===== src/design/vcsg_pkg.sv =====
// Shared types and constants for the voice capture silence gate.
// Depends on nothing; every other design file refers to it by scoped name.
package vcsg_pkg;

    // Register indexes on the configuration port
    localparam logic [1:0] REG_THRESHOLD   = 2'd0;
    localparam logic [1:0] REG_MAX_SILENT  = 2'd1;
    localparam logic [1:0] REG_POST_DELAY  = 2'd2;
    localparam logic [1:0] REG_HERALD      = 2'd3;

    // Result action codes
    localparam logic [2:0] ACT_DROP       = 3'd0;
    localparam logic [2:0] ACT_STORE      = 3'd1;
    localparam logic [2:0] ACT_SEND_STORE = 3'd2;
    localparam logic [2:0] ACT_SEND_FIRST = 3'd3;
    localparam logic [2:0] ACT_SEND_CUR   = 3'd4;

    // Field widths
    localparam int THR_W    = 9;
    localparam int TICKS_W  = 16;
    localparam int HTICKS_W = 10;
    localparam int TIME_W   = 32;
    localparam int LEN_W    = 16;
    localparam int FILL_W   = 14;
    localparam int ACT_W    = 3;

    // Offset-binary mid level and full-scale threshold
    localparam logic [7:0]       MID_LEVEL = 8'd128;
    localparam logic [THR_W-1:0] THR_FULL  = 9'd256;

    // 11025 samples/s over 60 ticks/s is exactly 735/4 samples per tick
    localparam int HERALD_MUL   = 735;
    localparam int HERALD_SHIFT = 2;
    localparam int HPROD_W      = 20;
    localparam int HERALD_W     = HPROD_W - HERALD_SHIFT;

    // Depth of the queue between front and back
    localparam int QUEUE_DEPTH = 4;
    localparam int QPTR_W      = 2;

    typedef enum logic [2:0] {
        PH_SILENCE = 3'b001,
        PH_COLLECT = 3'b010,
        PH_STREAM  = 3'b100
    } gate_phase_t;

    // One finished capture buffer, as classified by the front
    typedef struct packed {
        logic              noisy;
        logic [LEN_W-1:0]  len;
        logic [TIME_W-1:0] tick;
    } buf_summary_t;

    // Timing registers used by the back
    typedef struct packed {
        logic [TICKS_W-1:0]  max_silent;
        logic [TICKS_W-1:0]  post_delay;
        logic [HTICKS_W-1:0] herald_ticks;
    } gate_cfg_t;

endpackage


===== src/design/vcsg_front.sv =====
// Front part: accumulates per-buffer deviation statistics and classifies each
// finished buffer as noisy or quiet. Depends on vcsg_pkg.
module vcsg_front #(
    parameter int SUBSAMPLE_STEP = 16,
    parameter int READ_LIMIT     = 50000
) (
    input  logic                              clk,
    input  logic                              rst_n,
    input  logic                              in_accept,
    input  logic [7:0]                        sample,
    input  logic                              last_of_buffer,
    input  logic [vcsg_pkg::TIME_W-1:0]       tick,
    input  logic [vcsg_pkg::THR_W-1:0]        threshold,
    input  logic                              q_full,
    output logic                              hold_input,
    output logic                              q_push,
    output vcsg_pkg::buf_summary_t            q_data
);

    localparam int CNT_W = $clog2(READ_LIMIT / SUBSAMPLE_STEP + 2);
    localparam int SUM_W = CNT_W + 7;
    localparam int PH_W  = (SUBSAMPLE_STEP > 1) ? $clog2(SUBSAMPLE_STEP) : 1;
    localparam int CMP_W = CNT_W + vcsg_pkg::THR_W;
    localparam logic [PH_W-1:0] PH_LAST = PH_W'(SUBSAMPLE_STEP - 1);
    localparam logic [vcsg_pkg::LEN_W-1:0] LEN_LIMIT = vcsg_pkg::LEN_W'(READ_LIMIT);

    logic [SUM_W-1:0]             sum_reg, sum_next;
    logic [CNT_W-1:0]             cnt_reg, cnt_next;
    logic [PH_W-1:0]              phase_reg, phase_next;
    logic [vcsg_pkg::LEN_W-1:0]   len_reg, len_next;

    logic                         end_valid_reg;
    logic [SUM_W-1:0]             end_sum_reg;
    logic [CNT_W-1:0]             end_cnt_reg;
    logic [vcsg_pkg::LEN_W-1:0]   end_len_reg;
    logic [vcsg_pkg::TIME_W-1:0]  end_tick_reg;

    logic [7:0]                   deviation;
    logic [vcsg_pkg::THR_W-1:0]   thr_clamped;
    logic [CMP_W-1:0]             thr_term;
    logic [CMP_W-1:0]             dev_term;

    // Absolute deviation from the mid level
    assign deviation = (sample >= vcsg_pkg::MID_LEVEL) ? (sample - vcsg_pkg::MID_LEVEL)
                                                       : (vcsg_pkg::MID_LEVEL - sample);

    // Accumulate one sample; samples past the read limit are ignored
    always_comb
    begin
        sum_next   = sum_reg;
        cnt_next   = cnt_reg;
        phase_next = phase_reg;
        len_next   = len_reg;
        if (len_reg < LEN_LIMIT)
        begin
            if (phase_reg == '0)
            begin
                sum_next = sum_reg + SUM_W'(deviation);
                cnt_next = cnt_reg + 1'b1;
            end
            phase_next = (phase_reg == PH_LAST) ? '0 : phase_reg + 1'b1;
            len_next   = len_reg + 1'b1;
        end
    end

    // Hold new input while a finished buffer cannot enter the queue
    assign hold_input = end_valid_reg && q_full;
    assign q_push     = end_valid_reg && !q_full;

    always_ff @(posedge clk or negedge rst_n)
    begin
        if (!rst_n)
        begin
            sum_reg       <= '0;
            cnt_reg       <= '0;
            phase_reg     <= '0;
            len_reg       <= '0;
            end_valid_reg <= 1'b0;
        end
        else
        begin
            if (in_accept)
            begin
                if (last_of_buffer)
                begin
                    sum_reg   <= '0;
                    cnt_reg   <= '0;
                    phase_reg <= '0;
                    len_reg   <= '0;
                end
                else
                begin
                    sum_reg   <= sum_next;
                    cnt_reg   <= cnt_next;
                    phase_reg <= phase_next;
                    len_reg   <= len_next;
                end
            end
            if (in_accept && last_of_buffer)
                end_valid_reg <= 1'b1;
            else if (q_push)
                end_valid_reg <= 1'b0;
        end
    end

    // Capture the totals of a finished buffer
    always_ff @(posedge clk)
    begin
        if (in_accept && last_of_buffer)
        begin
            end_sum_reg  <= sum_next;
            end_cnt_reg  <= cnt_next;
            end_len_reg  <= len_next;
            end_tick_reg <= tick;
        end
    end

    // Judge noise: 2*sum > threshold*count, threshold clamped to full scale
    assign thr_clamped = (threshold > vcsg_pkg::THR_FULL) ? vcsg_pkg::THR_FULL : threshold;
    assign thr_term    = CMP_W'(thr_clamped) * CMP_W'(end_cnt_reg);
    assign dev_term    = CMP_W'({end_sum_reg, 1'b0});

    assign q_data.noisy = dev_term > thr_term;
    assign q_data.len   = end_len_reg;
    assign q_data.tick  = end_tick_reg;

endmodule


===== src/design/vcsg_fifo.sv =====
// Short queue of classified buffers between the front and the back.
// Depends on vcsg_pkg for the entry type and depth.
module vcsg_fifo (
    input  logic                   clk,
    input  logic                   rst_n,
    input  logic                   push,
    input  vcsg_pkg::buf_summary_t push_data,
    input  logic                   pop,
    output logic                   full,
    output logic                   empty,
    output vcsg_pkg::buf_summary_t head
);

    localparam int CNT_W = vcsg_pkg::QPTR_W + 1;

    vcsg_pkg::buf_summary_t         mem_reg [vcsg_pkg::QUEUE_DEPTH];
    logic [vcsg_pkg::QPTR_W-1:0]    wr_ptr_reg;
    logic [vcsg_pkg::QPTR_W-1:0]    rd_ptr_reg;
    logic [CNT_W-1:0]               count_reg;

    assign full  = (count_reg == CNT_W'(vcsg_pkg::QUEUE_DEPTH));
    assign empty = (count_reg == '0);
    assign head  = mem_reg[rd_ptr_reg];

    // Write the incoming entry
    always_ff @(posedge clk)
    begin
        if (push)
            mem_reg[wr_ptr_reg] <= push_data;
    end

    // Advance pointers and occupancy
    always_ff @(posedge clk or negedge rst_n)
    begin
        if (!rst_n)
        begin
            wr_ptr_reg <= '0;
            rd_ptr_reg <= '0;
            count_reg  <= '0;
        end
        else
        begin
            if (push)
                wr_ptr_reg <= wr_ptr_reg + 1'b1;
            if (pop)
                rd_ptr_reg <= rd_ptr_reg + 1'b1;
            if (push && !pop)
                count_reg <= count_reg + 1'b1;
            else if (pop && !push)
                count_reg <= count_reg - 1'b1;
        end
    end

endmodule


===== src/design/vcsg_back.sv =====
// Back part: runs the gate, herald and store decisions for each classified
// buffer and holds the result in an output register. Depends on vcsg_pkg.
module vcsg_back #(
    parameter int STORE_LIMIT = 11017,
    parameter int READ_LIMIT  = 50000
) (
    input  logic                                clk,
    input  logic                                rst_n,
    input  vcsg_pkg::gate_cfg_t                 cfg,
    input  logic                                q_empty,
    input  vcsg_pkg::buf_summary_t              q_head,
    output logic                                q_pop,
    output logic                                out_valid,
    input  logic                                out_stall,
    output logic [vcsg_pkg::ACT_W-1:0]          action,
    output logic                                noisy,
    output logic [vcsg_pkg::LEN_W-1:0]          herald_samples,
    output logic [vcsg_pkg::LEN_W-1:0]          send_length,
    output logic [vcsg_pkg::FILL_W-1:0]         buffered_bytes
);

    localparam int TW = vcsg_pkg::TIME_W + 1;
    localparam int HSUM_W = vcsg_pkg::HERALD_W + 1;
    localparam logic [vcsg_pkg::FILL_W-1:0] FILL_LIMIT = vcsg_pkg::FILL_W'(STORE_LIMIT);
    localparam logic [HSUM_W-1:0] HSUM_LIMIT = HSUM_W'(READ_LIMIT);

    vcsg_pkg::gate_phase_t              phase_reg, phase_next, work_phase;
    logic [vcsg_pkg::TIME_W-1:0]        last_noise_reg, last_noise_next;
    logic [vcsg_pkg::TIME_W-1:0]        first_noise_reg, first_noise_next, work_first;
    logic [vcsg_pkg::FILL_W-1:0]        fill_reg, fill_next;
    logic [vcsg_pkg::HERALD_W-1:0]      herald_len_reg;
    logic [vcsg_pkg::HPROD_W-1:0]       herald_prod;

    logic                               out_valid_reg;
    logic [vcsg_pkg::ACT_W-1:0]         action_reg, action_next;
    logic                               noisy_reg;
    logic [vcsg_pkg::LEN_W-1:0]         herald_reg, herald_next;
    logic [vcsg_pkg::LEN_W-1:0]         send_reg, send_next;
    logic [vcsg_pkg::FILL_W-1:0]        reported_reg, reported_next;

    logic                               hangover_done;
    logic                               delay_done;
    logic                               herald_fits;
    logic [vcsg_pkg::FILL_W-1:0]        held;
    logic [vcsg_pkg::FILL_W-1:0]        room;

    // Herald length in samples, refreshed from the register every cycle
    assign herald_prod = vcsg_pkg::HPROD_W'(cfg.herald_ticks)
                       * vcsg_pkg::HPROD_W'(vcsg_pkg::HERALD_MUL);

    assign q_pop = !q_empty && (!out_valid_reg || !out_stall);

    // Time and space checks, formed without wrap
    assign hangover_done = {1'b0, q_head.tick}
                         > ({1'b0, last_noise_reg} + TW'(cfg.max_silent));
    assign delay_done    = {1'b0, q_head.tick}
                         >= ({1'b0, work_first} + TW'(cfg.post_delay));
    assign herald_fits   = (herald_len_reg != '0)
                         && ((HSUM_W'(q_head.len) + HSUM_W'(herald_len_reg)) <= HSUM_LIMIT);
    assign held          = (fill_reg < FILL_LIMIT) ? fill_reg : FILL_LIMIT;
    assign room          = FILL_LIMIT - held;

    // Decide the gate action for the buffer at the head of the queue
    always_comb
    begin
        phase_next       = phase_reg;
        last_noise_next  = last_noise_reg;
        first_noise_next = first_noise_reg;
        fill_next        = fill_reg;
        work_phase       = phase_reg;
        work_first       = first_noise_reg;
        action_next      = vcsg_pkg::ACT_DROP;
        herald_next      = '0;
        send_next        = '0;
        reported_next    = fill_reg;

        if (q_head.noisy)
            last_noise_next = q_head.tick;

        if (!q_head.noisy && hangover_done)
        begin
            // Close the gate and empty the store
            phase_next    = vcsg_pkg::PH_SILENCE;
            fill_next     = '0;
            reported_next = '0;
        end
        else
        begin
            // Open the gate on the first noisy buffer
            if (phase_reg == vcsg_pkg::PH_SILENCE && q_head.noisy)
            begin
                work_phase  = vcsg_pkg::PH_COLLECT;
                work_first  = q_head.tick;
                herald_next = herald_fits ? vcsg_pkg::LEN_W'(herald_len_reg) : '0;
            end
            phase_next       = work_phase;
            first_noise_next = work_first;

            if (work_phase != vcsg_pkg::PH_SILENCE)
            begin
                send_next = q_head.len + herald_next;
                if (work_phase == vcsg_pkg::PH_COLLECT)
                begin
                    if (!delay_done && ({1'b0, send_next} <= (vcsg_pkg::LEN_W + 1)'(room)))
                    begin
                        fill_next     = fill_reg + vcsg_pkg::FILL_W'(send_next);
                        action_next   = vcsg_pkg::ACT_STORE;
                        reported_next = fill_next;
                    end
                    else if (fill_reg != '0)
                    begin
                        action_next   = vcsg_pkg::ACT_SEND_STORE;
                        reported_next = fill_reg;
                        fill_next     = '0;
                        phase_next    = vcsg_pkg::PH_STREAM;
                    end
                    else
                    begin
                        action_next = vcsg_pkg::ACT_SEND_FIRST;
                        phase_next  = vcsg_pkg::PH_STREAM;
                    end
                end
                else
                begin
                    action_next = vcsg_pkg::ACT_SEND_CUR;
                end
            end
        end
    end

    // Gate state and output valid
    always_ff @(posedge clk or negedge rst_n)
    begin
        if (!rst_n)
        begin
            phase_reg       <= vcsg_pkg::PH_SILENCE;
            last_noise_reg  <= '0;
            first_noise_reg <= '0;
            fill_reg        <= '0;
            herald_len_reg  <= '0;
            out_valid_reg   <= 1'b0;
        end
        else
        begin
            herald_len_reg <= herald_prod[vcsg_pkg::HPROD_W-1:vcsg_pkg::HERALD_SHIFT];
            if (q_pop)
            begin
                phase_reg       <= phase_next;
                last_noise_reg  <= last_noise_next;
                first_noise_reg <= first_noise_next;
                fill_reg        <= fill_next;
                out_valid_reg   <= 1'b1;
            end
            else if (!out_stall)
                out_valid_reg <= 1'b0;
        end
    end

    // Result payload
    always_ff @(posedge clk)
    begin
        if (q_pop)
        begin
            action_reg   <= action_next;
            noisy_reg    <= q_head.noisy;
            herald_reg   <= herald_next;
            send_reg     <= send_next;
            reported_reg <= reported_next;
        end
    end

    assign out_valid      = out_valid_reg;
    assign action         = action_reg;
    assign noisy          = noisy_reg;
    assign herald_samples = herald_reg;
    assign send_length    = send_reg;
    assign buffered_bytes = reported_reg;

endmodule


===== src/design/voice_capture_silence_gate.sv =====
// Top level of the voice capture silence gate: configuration registers, front,
// queue and back. Depends on vcsg_pkg, vcsg_front, vcsg_fifo and vcsg_back.
//
// Samples enter one per cycle; a result leaves for each sample that ends a
// capture buffer, passing the front's end-of-buffer stage, the queue and the
// back's output register. Input is held only when the four-entry queue
// between front and back is full, which happens only when results are
// stalled; otherwise one sample is taken every cycle, buffers of a single
// sample included. The noise test is one 9 x 12 bit multiply in the front's
// end stage, and the gate decisions are made in the cycle that moves an entry
// from the queue to the output register. Configuration is written through
// cfg_we/cfg_index/cfg_data; the user must do so only while no buffer is in
// flight; the block does not enforce this. Herald length has its own register.
module voice_capture_silence_gate #(
    parameter int STORE_LIMIT    = 11017,
    parameter int SUBSAMPLE_STEP = 16,
    parameter int READ_LIMIT     = 50000
) (
    input  logic                              clk,
    input  logic                              rst_n,
    input  logic                              cfg_we,
    input  logic [1:0]                        cfg_index,
    input  logic [vcsg_pkg::TICKS_W-1:0]      cfg_data,
    input  logic                              in_valid,
    output logic                              in_stall,
    input  logic [7:0]                        sample,
    input  logic                              last_of_buffer,
    input  logic [vcsg_pkg::TIME_W-1:0]       tick,
    output logic                              out_valid,
    input  logic                              out_stall,
    output logic [vcsg_pkg::ACT_W-1:0]        action,
    output logic                              noisy,
    output logic [vcsg_pkg::LEN_W-1:0]        herald_samples,
    output logic [vcsg_pkg::LEN_W-1:0]        send_length,
    output logic [vcsg_pkg::FILL_W-1:0]       buffered_bytes
);

    logic [vcsg_pkg::THR_W-1:0]     threshold_reg;
    vcsg_pkg::gate_cfg_t            cfg_reg;

    logic                           in_accept;
    logic                           hold_input;
    logic                           q_push;
    logic                           q_pop;
    logic                           q_full;
    logic                           q_empty;
    vcsg_pkg::buf_summary_t         q_in;
    vcsg_pkg::buf_summary_t         q_head;

    // Configuration registers
    always_ff @(posedge clk or negedge rst_n)
    begin
        if (!rst_n)
        begin
            threshold_reg <= '0;
            cfg_reg       <= '0;
        end
        else if (cfg_we)
        begin
            unique case (cfg_index)
                vcsg_pkg::REG_THRESHOLD:  threshold_reg <= cfg_data[vcsg_pkg::THR_W-1:0];
                vcsg_pkg::REG_MAX_SILENT: cfg_reg.max_silent <= cfg_data;
                vcsg_pkg::REG_POST_DELAY: cfg_reg.post_delay <= cfg_data;
                vcsg_pkg::REG_HERALD:
                    cfg_reg.herald_ticks <= cfg_data[vcsg_pkg::HTICKS_W-1:0];
                default: ;
            endcase
        end
    end

    assign in_stall  = hold_input;
    assign in_accept = in_valid && !in_stall;

    vcsg_front #(
        .SUBSAMPLE_STEP (SUBSAMPLE_STEP),
        .READ_LIMIT     (READ_LIMIT)
    ) u_front (
        .clk            (clk),
        .rst_n          (rst_n),
        .in_accept      (in_accept),
        .sample         (sample),
        .last_of_buffer (last_of_buffer),
        .tick           (tick),
        .threshold      (threshold_reg),
        .q_full         (q_full),
        .hold_input     (hold_input),
        .q_push         (q_push),
        .q_data         (q_in)
    );

    vcsg_fifo u_fifo (
        .clk       (clk),
        .rst_n     (rst_n),
        .push      (q_push),
        .push_data (q_in),
        .pop       (q_pop),
        .full      (q_full),
        .empty     (q_empty),
        .head      (q_head)
    );

    vcsg_back #(
        .STORE_LIMIT (STORE_LIMIT),
        .READ_LIMIT  (READ_LIMIT)
    ) u_back (
        .clk            (clk),
        .rst_n          (rst_n),
        .cfg            (cfg_reg),
        .q_empty        (q_empty),
        .q_head         (q_head),
        .q_pop          (q_pop),
        .out_valid      (out_valid),
        .out_stall      (out_stall),
        .action         (action),
        .noisy          (noisy),
        .herald_samples (herald_samples),
        .send_length    (send_length),
        .buffered_bytes (buffered_bytes)
    );

    // Never write into a full queue
    assert property (@(posedge clk) disable iff (!rst_n) q_push |-> !q_full)
        else $error("queue written while full");

    // Store occupancy stays within its limit
    assert property (@(posedge clk) disable iff (!rst_n)
        out_valid |-> (buffered_bytes <= vcsg_pkg::FILL_W'(STORE_LIMIT)))
        else $error("store occupancy above limit");

    // A herald only accompanies the buffer that opens the gate
    assert property (@(posedge clk) disable iff (!rst_n)
        (out_valid && herald_samples != '0) |->
        (noisy && (action == vcsg_pkg::ACT_STORE || action == vcsg_pkg::ACT_SEND_FIRST)))
        else $error("herald on a buffer that did not open the gate");

    // A dropped buffer carries no length
    assert property (@(posedge clk) disable iff (!rst_n)
        (out_valid && action == vcsg_pkg::ACT_DROP) |->
        (send_length == '0 && herald_samples == '0))
        else $error("dropped buffer with nonzero length");

endmodule


===== config.mk =====
export PLATFORM = sky130hd
export DESIGN_NAME = voice_capture_silence_gate
export DESIGN_NICKNAME = d
export VERILOG_FILES = /design/src/design/vcsg_pkg.sv /design/src/design/vcsg_front.sv /design/src/design/vcsg_fifo.sv /design/src/design/vcsg_back.sv /design/src/design/voice_capture_silence_gate.sv
export SDC_FILE = /design/constraint.sdc
export NUM_CORES = 1
export LEC_CHECK = 0
export BUFFER_PORTS_ARGS = -buffer_cell sky130_fd_sc_hd__buf_2
export CAP_MARGIN = 20
export CORE_MARGIN = 4
export CORE_UTILIZATION = 23
export CTS_CLUSTER_SIZE = 28
export DETAILED_ROUTE_END_ITERATION = 7
export PLACE_DENSITY = 0.42
export SYNTH_ARGS = -nofsm -noshare
export SYNTH_HDL_FRONTEND = slang
export SYNTH_HIERARCHICAL = 1
export SYNTH_SLANG_ARGS = --single-unit

===== constraint.sdc =====
create_clock -name clk -period 15.05 [get_ports clk]
set_clock_uncertainty 0.15 [all_clocks]
set_input_delay 1.505 -clock clk [delete_from_list [all_inputs] [get_ports clk]]
set_output_delay 1.505 -clock clk [all_outputs]
set_load 0.01 [all_outputs]

==> reports/results.txt <==
Placement Rows = 141
Net Count, Synth = 3406
drt drc = 0
Critical Path Start Type = register
critical path's slowest cell = o21ai_4
worst-path fanout max = 28
max reg flops = 196
Layout fillers = 15590
core area = 148200 sq um
fin crit share = 56.49%
CTS Buffer Depth = 3
Wirelength per Cell = 18.16 um
# clock sinks = 535
worst skew pair latency = 640 ps
Die X = 394.9 um
postcts setup bufs = 0
first-pass GRT wire length = 143300 um
number of hold violations in the final report = 0
IO buf count = 115
remaining antenna violation count = 0
Worst EP required = 15240 ps
Overall Global Routing Usage = 11.71%
Starting Density = 23.23%
synthesized cell area = 34430 sq um
Die Height = 394.9 um
Setup Crit Path Kind = reg -> reg
DP Wirelength = 67050 um
CTS H-tree depth = 3
fraction of layout cells with a size suffix above 1 = 15.23%
Post-Syn Instances = 2930
vias per cell = 4.435
# resized after CTS = 0
vias post-DR = 22310
run status = complete, no violations
Final Setup Violations = 0
fmax = 117.6 MHz
Yosys cell types = 100
initial antenna violation count = 6
CTS root buffer = clkbuf_16
clk slew on worst S/H paths = 60 ps
Hold WC Path Type = reg -> reg
worst slew pin tran = 1034 ps
post-synthesis sequential area ratio = 43.62%
RSZ-0062 raised after global routing = no
Ys Warns = 6
Final Max Slew Viols = 0
worst relative slew slack = 30.79%
number of global-route vias before repair = 22810
Placer Congestion = 0.7856
EDFF count, synth = 325
Avg Cell Area, Syn = 11.75 sq um
Pre-antenna DRT Iters = 5
nets@finish = 3525
worst path arrival time = 8690 ps
Area Growth Syn to Fin = 14.31%
Die Area = 155900 sq um
IO Pins = 116
WL final = 91350 um
setup TNS = 0 ps
CTS Buf Count = 67
Post-synth top flop = edfxtp_1
max cap viols = 0
fraction of registers with async set/reset = 39.25%
hold buffers post-CTS = 0
CP Capture Type = register
post-synthesis register bit count = 535
initial DRC count = 1032
CTS tree = yes
clock period minus worst slack = 8502 ps
CP max stage delay = 830 ps
grt ovf = 0
largest net degree at the start of global routing = 104
==> cell families (layout without fill, tap and decap cells) <==
kind of cell    Yosys count  count (layout)  synth area share, %
fa+ha+maj               412             412                17.59
compound gates          506             506                9.893
buf+inv                 329             499                4.038
simple gates            743             743                11.26
xor+xnor                185             185                4.728
other cells               0               1                    0
mux                     220             220                8.875
flops                   535             535                43.62
==> area by class of cell <==
class                   instances  area (sq um)  share of cell area (%)
flip-flops and latches        535         15020                   38.17
diodes                          1         2.502                0.006359
clock buffers                  86          1822                   4.629
multi-input cells            2066         18040                   45.85
well taps                    1930          2415                   6.136
inverters                     237         890.9                   2.264
clock inverters                34         369.1                  0.9379
repair buffers                142         792.0                   2.013
==> metrics by stage <==
step	hold slack [ps]	util, %	setup slack, ps	cells	cell area, sq um
detailed placement	326.2	25.06	6440	4908	37140
global route	356.2	26.55	5798	5030	39350
finish	331.4	26.56	6548	5031	39350
floorplan	296.0	-	7686	2930	34430
CTS	340.9	26.54	6422	5028	39330
global placement	318.3	25.06	6435	4907	37130
==> worst max-delay path, delay by kind of cell (launching register included) <==
family / cells / cell delay, ps
AO/OA/AOI/OAI: 12 / 3570
multiplexers: 3 / 1180
adder cells (fa/ha/maj): 4 / 1110
AND/OR/NAND/NOR: 7 / 760
flip-flops: 1 / 710
XOR/XNOR: 1 / 410
buffers and inverters: 2 / 280
==> metal layers <==
layer	up-vias	global-route usage, %	share of wire [%]
met5	-	0	0.053
met4	8	2.589	1.9
met3	106	1.960	3.3
met2	307	19.02	47
met1	11060	16.35	48
li1	10830	-	-
==> Yosys cell counts (42+ instances only) <==
library cell    n  share of area, %
mux2i_1        42               1.2
inv_1         235               2.6
a21oi_1       133               1.9
fa_1          120               7.0
mux4_2         48               3.1
nand2_1       208               2.3
xnor2_1        99               2.5
xor2_1         85               2.2
o21ai_0        88               1.3
nor3_1         48              0.70
clkbuf_1       60              0.65
ha_1          292                11
mux2_2        109               3.6
nand3_1        49              0.71
edfxtp_1      325                28
dfrtp_1       209                15
and2_1        114               2.1
nor2_1        121               1.3
==> path summary, 6_finish.rpt <==
path | from | endpoint | slack [ps] | cells after the start
worst max register to register | u_fifo/rd_ptr_reg[0] | u_back/buffered_bytes[7] | 6550 | 29
worst min register to register | u_back/first_noise_reg[0] | u_back/first_noise_reg[0] | 330 | 2
worst min-delay path | u_back/first_noise_reg[0] | u_back/first_noise_reg[0] | 330 | 2
worst max-delay path | u_fifo/rd_ptr_reg[0] | u_back/buffered_bytes[7] | 6550 | 29
max in group asynchronous | rst_n | u_back/herald_len_reg[4] | 12570 | 2
min in group asynchronous | rst_n | u_back/first_noise_reg[3] | 810 | 1
==> cells in the final DEF (no fill, tap or decap), types with 40 or more instances in the layout <==
cell,instances
edfxtp_1,325
dfrtp_1,207
nand2_1,207
o21ai_0,88
mux2i_1,42
mux2_2,109
a21o_1,40
fa_1,120
buf_2,114
xnor2_1,99
mux4_2,48
and2_1,110
nand3_1,49
ha_1,292
inv_1,234
nor2_1,121
nor3_1,48
clkbuf_16,70
xor2_1,85
a21oi_1,132
Power is left out: the tool's default activity adds up to more than one toggle a clock period on the data nets, which glitch-free logic cannot reach.
